## src/rtl/mwma_pkg.sv

```systemverilog
// Shared constants and types for the multi-window moving average.
// No dependencies; used by the channel interfaces and every module but mwma_ram.
package mwma_pkg;

  localparam int MAX_WINDOW  = 1024;
  localparam int NUM_WINDOWS = 4;

  localparam int RING_AW  = $clog2(MAX_WINDOW);
  localparam int SAMPLE_W = 32;
  localparam int SUM_W    = 48;
  localparam int LEN_W    = 11;
  localparam int FILL_W   = RING_AW + 1;
  localparam int CNT_W    = 3;
  localparam int WIN_W    = 2;
  localparam int CFG_AW   = 3;
  localparam int CFG_DW   = 32;

  // Running sums are updated one 16-bit digit per cycle
  localparam int DIGIT_W  = 16;
  localparam int DIGITS   = SUM_W / DIGIT_W;
  localparam int DIG_CW   = $clog2(DIGITS);

  // Bit-serial divider: one quotient bit per cycle over the full sum width
  localparam int DIV_CW   = $clog2(SUM_W);
  localparam int REM_W    = LEN_W + 1;

  typedef logic signed [SAMPLE_W-1:0] sample_t;
  typedef logic        [SUM_W-1:0]    sum_t;
  typedef logic        [LEN_W-1:0]    len_t;

  typedef enum logic [CFG_AW-1:0] {
    CFG_WINDOW_COUNT   = 3'd0,
    CFG_WINDOW_LEN_0   = 3'd1,
    CFG_WINDOW_LEN_1   = 3'd2,
    CFG_WINDOW_LEN_2   = 3'd3,
    CFG_WINDOW_LEN_3   = 3'd4,
    CFG_ERROR_SENTINEL = 3'd5
  } cfg_reg_t;

endpackage

```

## src/rtl/mwma_div.sv

```systemverilog
// Bit-serial restoring divider: signed 48-bit sum by an unsigned window length,
// truncated toward zero and saturated to 32 bits. Depends on mwma_pkg.
module mwma_div import mwma_pkg::*; (
  input  logic       clk,
  input  logic       rst_n,
  input  logic       start,
  input  sum_t       dividend,
  input  len_t       divisor,
  output logic       done,
  output sample_t    quotient
);

  logic              busy_r;
  logic              fin_r;
  logic              done_r;
  logic              neg_r;
  logic [DIV_CW-1:0] cnt_r;
  sum_t              q_r;
  logic [REM_W-1:0]  rem_r;
  len_t              dvs_r;
  sample_t           res_r;

  logic [REM_W-1:0]  rem_shift;
  logic              fits;
  logic [REM_W-1:0]  rem_nxt;
  logic              too_big_neg;
  logic              too_big_pos;

  assign rem_shift = {rem_r[REM_W-2:0], q_r[SUM_W-1]};
  assign fits      = rem_shift >= {1'b0, dvs_r};
  assign rem_nxt   = fits ? rem_shift - {1'b0, dvs_r} : rem_shift;

  // magnitude above 2^31 (negative side) or above 2^31-1 (positive side)
  assign too_big_neg = (|q_r[SUM_W-1:SAMPLE_W]) ||
                       (q_r[SAMPLE_W-1] && (|q_r[SAMPLE_W-2:0]));
  assign too_big_pos = (|q_r[SUM_W-1:SAMPLE_W]) || q_r[SAMPLE_W-1];

  always_ff @(posedge clk) begin
    if (!rst_n) begin
      busy_r <= 1'b0;
      fin_r  <= 1'b0;
      done_r <= 1'b0;
    end else begin
      fin_r  <= !start && busy_r && (cnt_r == DIV_CW'(SUM_W - 1));
      done_r <= !start && !busy_r && fin_r;
      if (start) begin
        busy_r <= 1'b1;
        neg_r  <= dividend[SUM_W-1];
        q_r    <= dividend[SUM_W-1] ? (~dividend + 1'b1) : dividend;
        dvs_r  <= divisor;
        rem_r  <= '0;
        cnt_r  <= '0;
      end else if (busy_r) begin
        q_r   <= {q_r[SUM_W-2:0], fits};
        rem_r <= rem_nxt;
        cnt_r <= cnt_r + 1'b1;
        if (cnt_r == DIV_CW'(SUM_W - 1)) begin
          busy_r <= 1'b0;
        end
      end else if (fin_r) begin
        if (neg_r) begin
          res_r <= too_big_neg ? {1'b1, {(SAMPLE_W-1){1'b0}}}
                               : sample_t'(~q_r[SAMPLE_W-1:0] + 1'b1);
        end else begin
          res_r <= too_big_pos ? {1'b0, {(SAMPLE_W-1){1'b1}}}
                               : sample_t'(q_r[SAMPLE_W-1:0]);
        end
      end
    end
  end

  assign done     = done_r;
  assign quotient = res_r;

endmodule

```

## config.mk

```make
export PLATFORM = sky130hd
export DESIGN_NAME = mwma_div
export DESIGN_NICKNAME = d
export VERILOG_FILES = /design/src/rtl/mwma_pkg.sv /design/src/rtl/mwma_div.sv
export SDC_FILE = /design/constraint.sdc
export NUM_CORES = 1
export LEC_CHECK = 0
export BUFFER_PORTS_ARGS = -buffer_cell sky130_fd_sc_hd__buf_2
export CORE_ASPECT_RATIO = 1.1
export CORE_MARGIN = 3
export CORE_UTILIZATION = 35
export DETAILED_ROUTE_END_ITERATION = 6
export PLACE_DENSITY = 0.63
export REMOVE_ABC_BUFFERS = 1
export SETUP_SLACK_MARGIN = 0.2
export SLEW_MARGIN = 20
export SYNTH_ARGS = -nofsm -noshare
export SYNTH_HDL_FRONTEND = slang
export SYNTH_SLANG_ARGS = --single-unit
```

## constraint.sdc

```tcl
create_clock -name clk -period 3.8 [get_ports clk]
set_clock_uncertainty 0.1 [all_clocks]
set_input_delay 0.19 -clock clk [delete_from_list [all_inputs] [get_ports clk]]
set_output_delay 0.19 -clock clk [all_outputs]
set_load 0.01 [all_outputs]
```

==> metrics.md, run 1 <==
| Metric | Value |
|---|---|
| Final worst-path cycle share | `0.761` |
| Fraction of layout cells with a size suffix above 1 | `0.185` |
| Number of synthesized register bits | `112` |
| Height of the die | `153 um` |
| Crit path time final | `2.89 ns` |
| Pre-CTS setup slack | `0.916 ns` |
| Count of different cell masters after synthesis | `62` |
| Area of the mapped netlist | `0.00685 sq mm` |
| TritonCTS clock tree | `yes` |
| Die area | `0.0213 sq mm` |
| GRT overflow | `0` |
| Placed insts | `1003` |
| H-tree depth | `3` |
| Pwr Total | `0.00293 W` |
| Hold Crit Class | `in2reg` |
| Vias in the first global route | `5068` |
| Critical Path AT | `2.88 ns` |
| Setup ws final | `0.908 ns` |
| Synthesized area per cell | `9.92 sq um` |
| Initial DRC Count | `449` |
| Crit path capture type | `register` |
| Mapped Cells | `690` |
| Post-route insts no fill | `1031` |
| Core region area | `0.0192 sq mm` |
| Cell row count | `53` |
| Total clock buffers created by CTS | `9` |
| Peak supply drop | `230 uV` |
| Final slew viol count | `0` |
| Most frequent cells in the layout | `109 x edfxtp_1, 95 x nor2_1, 93 x buf_2` |
| Routed WL per cell | `15.8 um` |
| Fmax | `346 MHz` |
| Clk Latency, worst-skew pair | `0.36 ns` |
| Layout Area Growth over Synthesis | `16.2%` |
| CTS root buf | `clkbuf_16` |
| Worst slew margin | `0.432` |
| Antenna-violating nets left | `0` |
| Starting density of the core | `0.357` |
| Initial antenna violation count | `1` |
| IO Pins | `95` |
| First-pass GRT wire length | `26.6 mm` |
| Setup Viol. Count Final | `0` |
| Req. time, crit path | `3.79 ns` |
| Die Width | `139 um` |
| Register area share after synthesis | `0.487` |
| Max_cap viols | `0` |
| Routed vias | `5502` |
| PD cells | `369 mW/mm^2` |
| Clk buf depth | `2` |
| Yosys top cell by area | `edfxtp_1` |
| Synth area leaders | `edfxtp_1 48%, xor2_1 6.3%, a21oi_1 5.8%, nor2_1 5.2%, ha_1 2.6%` |
| Startpoint Class | `register` |
| Clock sink count | `112` |
| Outcome | `completed` |
| Via density | `5.34` |
| Critical path class | `reg2reg` |
| Drt pass-1 iters | `5` |
| Largest net degree at the start of global routing | `90` |
| I/O Buffers | `94` |
| Post-synth ARST share | `0` |
| DRC | `0` |
| Post-synth top area share | `0.478` |
| Worst-margin pin slew | `0.852 ns` |
| Hold slack final | `0.127 ns` |
| Setup TNS | `0 ns` |
| Final Routed Wirelength | `16.3 mm` |
| Clk slew on worst S/H paths | `0.08 ns` |
| Fin. Hold Viols | `0` |
| RSZ-0062 raised after global routing | `no` |
| Synth Flop Type | `edfxtp_1` |
| Detailed-placement wirelength estimate | `11.9 mm` |
| Commonest non-fill, non-tap cell in the layout | `edfxtp_1` |
| Crit-path max FO | `16` |
| RD Place Congestion | `0.838` |
| Syn. warnings | `0` |
| Nets | `856` |
| All-layer global routing usage | `0.152` |
| Leakage | `2.84 nW` |
| EDFF count, synth | `109` |
| Inserted Diodes | `0` |
-- where the power goes --
group          internal, W  switching [W]
clock             0.000458       0.000484
combinational     0.000200       0.000285
sequential         0.00145      0.0000588
total              0.00210       0.000828
-- cell usage after synthesis, drive strengths merged, types with 4 or more instances --
cell type  instances
or2                6
clkbuf            29
nor2b              5
buf                4
or4                6
xnor2              6
nand4              5
a311oi            10
o31ai             14
mux2i              7
o41ai             12
xor2              49
o22ai              6
a211oi             8
o21a               4
edfxtp           109
and3               6
o21ai             29
nand2             41
nand2b             6
nor4              17
or3               14
nor3              21
inv               24
nand3             29
ha                14
o211ai             4
a21oi             79
nor2              96
-- per-layer routing --
metal	wire length (um)	vias to the layer above	GRT usage
met3	796	24	0.0257
met1	7980	2556	0.224
met2	7170	148	0.225
met5	13	-	0
li1	-	2772	-
met4	350	2	0.0559
-- final timing paths --
| path | startpoint | endpoint | slack (ns) | cells after the start |
|---|---|---|---|---|
| max reg2reg | q_r[47] | rem_r[3] | 0.91 | 9 |
| min | dividend[38] | q_r[38] | 0.13 | 3 |
| max | q_r[47] | rem_r[3] | 0.91 | 9 |
| min reg2reg | fin_r | done | 0.37 | 2 |
-- cell families (layout without fill, tap and decap cells) --
group / after synthesis / in the layout / share of synthesized area
XOR/XNOR: 55 / 55 / 0.0703
multiplexers: 7 / 7 / 0.0102
flip-flops: 112 / 112 / 0.487
adder cells (fa/ha/maj): 15 / 15 / 0.0285
AND/OR/NAND/NOR: 263 / 263 / 0.198
buffers and inverters: 57 / 151 / 0.0340
AO/OA/AOI/OAI: 181 / 181 / 0.172
-- repair_timing --
item | CTS | global route
hold buffers | 12 | 0
setup buffers | 0 | 0
hold endpoints to repair | 12 | 0
gates resized for setup | 0 | 0
endpoints found under the setup margin | 0 | 0
-- metrics by stage --
stage | cell area [sq um] | util
floorplan | 6710 | -
global placement | 7540 | 0.394
detailed placement | 7540 | 0.394
CTS | 7950 | 0.415
global route | 7950 | 0.415
finish | 7950 | 0.415
-- cell type report --
class | instances | area (sq um)
Fill cell | 1864 | 11200
Clock buffer | 9 | 225
Sequential cell | 112 | 3330
Clock inverter | 7 | 65.1
Inverter | 24 | 90.1
Timing Repair Buffer | 111 | 643
Tap cell | 247 | 309
Multi-Input combinational cell | 521 | 3290
-- registers in the layout, indices dropped and copies added, names as in the netlist --
register	flops
rem_r	11
cnt_r	6
dvs_r	11
q_r	48
fin_r	1
busy_r	1
quotient	32
done	1
neg_r	1
-- critical path: stages, from the launching register on --
cell      delay [ns]
edfxtp_1        0.38
inv_1           0.05
ha_1            0.22
fa_1            0.40
nor2b_1         0.16
o31a_1          0.20
o41ai_2         0.14
o21ai_2         0.64
mux2i_1         0.26
nor2_1          0.05
(Power assumes the default switching activity.)
==> run 2, diff against run 1 <==
PLACE_DENSITY = 0.65   (was 0.63)
clock period = 2.4 ns   (was 3.8 ns; I/O delays follow)
==> run 2 against run 1 <==
  * The flow now finishes with violations (setup timing)
  * Via count rose by 9.1%
  * Core utilization rose by 7.2 points
  * Register-to-register slack worse by 0.98 ns
  * Maximum frequency is 17% higher
  * Clock power rose by 66%
  * Total power is 71% higher
  * Wire length rose by 10%
  * Non-clock buffer count rose by 108
  * Critical endpoint is now quotient[2]
  * Critical path type unchanged
  * Count of clock-buffer cells in the layout unchanged
  * Setup slack worse by 0.98 ns
  * Largest power group unchanged
  * Final cell count up 11%
  * Sequential power grew 57%
==> metrics.md, run 2 (same netlist as run 1, synthesis figures left out) <==
| Metric | Value |
|---|---|
| Drt pass-1 iters | `5` |
| Clock sink count | `112` |
| Violated checks | `setup timing` |
| Largest register FFs | `48` |
| Commonest non-fill, non-tap cell in the layout | `edfxtp_1` |
| Setup TNS | `-0.342 ns` |
| Clk slew on worst S/H paths | `0.07 ns` |
| Die Width | `139 um` |
| Worst slew margin | `0.569` |
| Initial antenna violation count | `0` |
| Final worst-path cycle share | `1.03` |
| PD cells | `537 mW/mm^2` |
| Total clock buffers created by CTS | `9` |
| RSZ-0062 raised after global routing | `yes` |
| Peak supply drop | `330 uV` |
| Routed WL per cell | `15.8 um` |
| GRT overflow | `0` |
| Worst hold start | `dividend[46]` |
| TritonCTS clock tree | `yes` |
| I/O Buffers | `94` |
| Origin of the worst setup path | `q_r[42]` |
| Final core utilization | `0.487` |
| FF+latch area | `0.00333 sq mm` |
| CTS root buf | `clkbuf_16` |
| Antenna-violating nets left | `0` |
| Setup ws final | `-0.0699 ns` |
| Via density | `5.26` |
| Post-route insts no fill | `1141` |
| Largest Register | `q_r` |
| Worst r2r src | `q_r[42]` |
| Most frequent cells in the layout | `109 x edfxtp_1, 102 x buf_4, 91 x buf_2` |
| Initial DRC Count | `474` |
| Final Routed Wirelength | `18.0 mm` |
| Clk Latency, worst-skew pair | `0.35 ns` |
| Critical path class | `reg2reg` |
| Leakage | `3.52 nW` |
| Vias in the first global route | `5662` |
| Critical Path AT | `2.53 ns` |
| Layout Area Growth over Synthesis | `36.4%` |
| Multi-input logic area | `0.00375 sq mm` |
| First-pass GRT wire length | `28.7 mm` |
| DRC | `0` |
| Placed insts | `1091` |
| H-tree depth | `3` |
| Max_cap viols | `0` |
| Pwr Total | `0.00502 W` |
| IO Pins | `95` |
| Final slew viol count | `0` |
| All-layer global routing usage | `0.163` |
| RD Place Congestion | `0.869` |
| Height of the die | `153 um` |
| Starting density of the core | `0.357` |
| Routed vias | `6000` |
| Fin. Hold Viols | `0` |
| Inserted Diodes | `0` |
| Crit path time final | `2.47 ns` |
| Crit-path max FO | `4` |
| Worst-margin pin slew | `0.645 ns` |
| Nets | `966` |
| Cell row count | `53` |
| Outcome | `complete, but fails checks` |
| Setup Viol. Count Final | `12` |
| Die area | `0.0213 sq mm` |
| Clk buf depth | `2` |
| # fillers | `1750` |
| Fraction of layout cells with a size suffix above 1 | `0.352` |
| Largest net degree at the start of global routing | `62` |
| Detailed-placement wirelength estimate | `12.5 mm` |
| Hold Crit Class | `in2reg` |
| Crit path capture type | `register` |
| Fmax | `405 MHz` |
| Req. time, crit path | `2.46 ns` |
| Core region area | `0.0192 sq mm` |
| Startpoint Class | `register` |
[run 2: changes by cell type in the layout (fill, tap and decap cells not counted), moves of 8 or more]
cell      change
nor2_1        -8
buf_6         +8
buf_4        +97
a311oi_1      -8
[run 2: cell type report]
class                   count  share of cell area
clock buffers               9              0.0241
clock inverters             7             0.00830
inverters                  24             0.00991
multi-input cells         523               0.401
flip-flops and latches    112               0.357
well taps                 247              0.0331
repair buffers            219               0.167
[run 2: power by group]
part | internal, W | switching (W)
Clock | 0.000822 | 0.000733
Combinational | 0.000516 | 0.000587
Sequential | 0.00229 | 0.0000699
[run 2: worst paths after layout]
| check | to | slack (ns) | depth (start not counted) |
|---|---|---|---|
| hold reg to reg | done | 0.37 | 2 |
| hold / removal | q_r[46] | 0.07 | 3 |
| setup / recovery | quotient[2] | -0.07 | 10 |
| setup reg to reg | quotient[2] | -0.07 | 10 |
[run 2: stage by stage]
stage / hold slack, ns / instance area (sq um) / setup slack [ns]
after detailed placement: 0.199 / 8240 / -0.160
final: 0.0673 / 9340 / -0.0699
after global routing: 0.0706 / 9340 / -0.159
after floorplan: 0.0980 / 6710 / -0.715
after global placement: 0.197 / 8240 / -0.121
after CTS: 0.0576 / 9060 / -0.00370
[run 2: routing by layer]
metal  share of wire  global-route usage  vias up
li1                -                   -     3003
met2            0.45               0.246      170
met3           0.054              0.0261       23
met5               0                   0        -
met4           0.018              0.0461        0
met1            0.48               0.240     2804
[run 2: repair_timing]
item                       4_1_cts  5_1_grt
buffers inserted                12        7
hold buffers                    12        0
pin swaps                       18       23
hold endpoints to repair        13        0
resized for setup               58       49
setup endpoints to repair       44       58
gates cloned                     3        0
[run 2: worst max-delay path, cell delays in order (launching register included)]
cell	delay (ns)
edfxtp_1	0.41
nor4_2	0.28
buf_4	0.15
nand4_1	0.18
buf_4	0.22
nand2b_4	0.14
o21ai_4	0.23
buf_4	0.14
buf_4	0.11
a21oi_1	0.06
o221ai_1	0.27
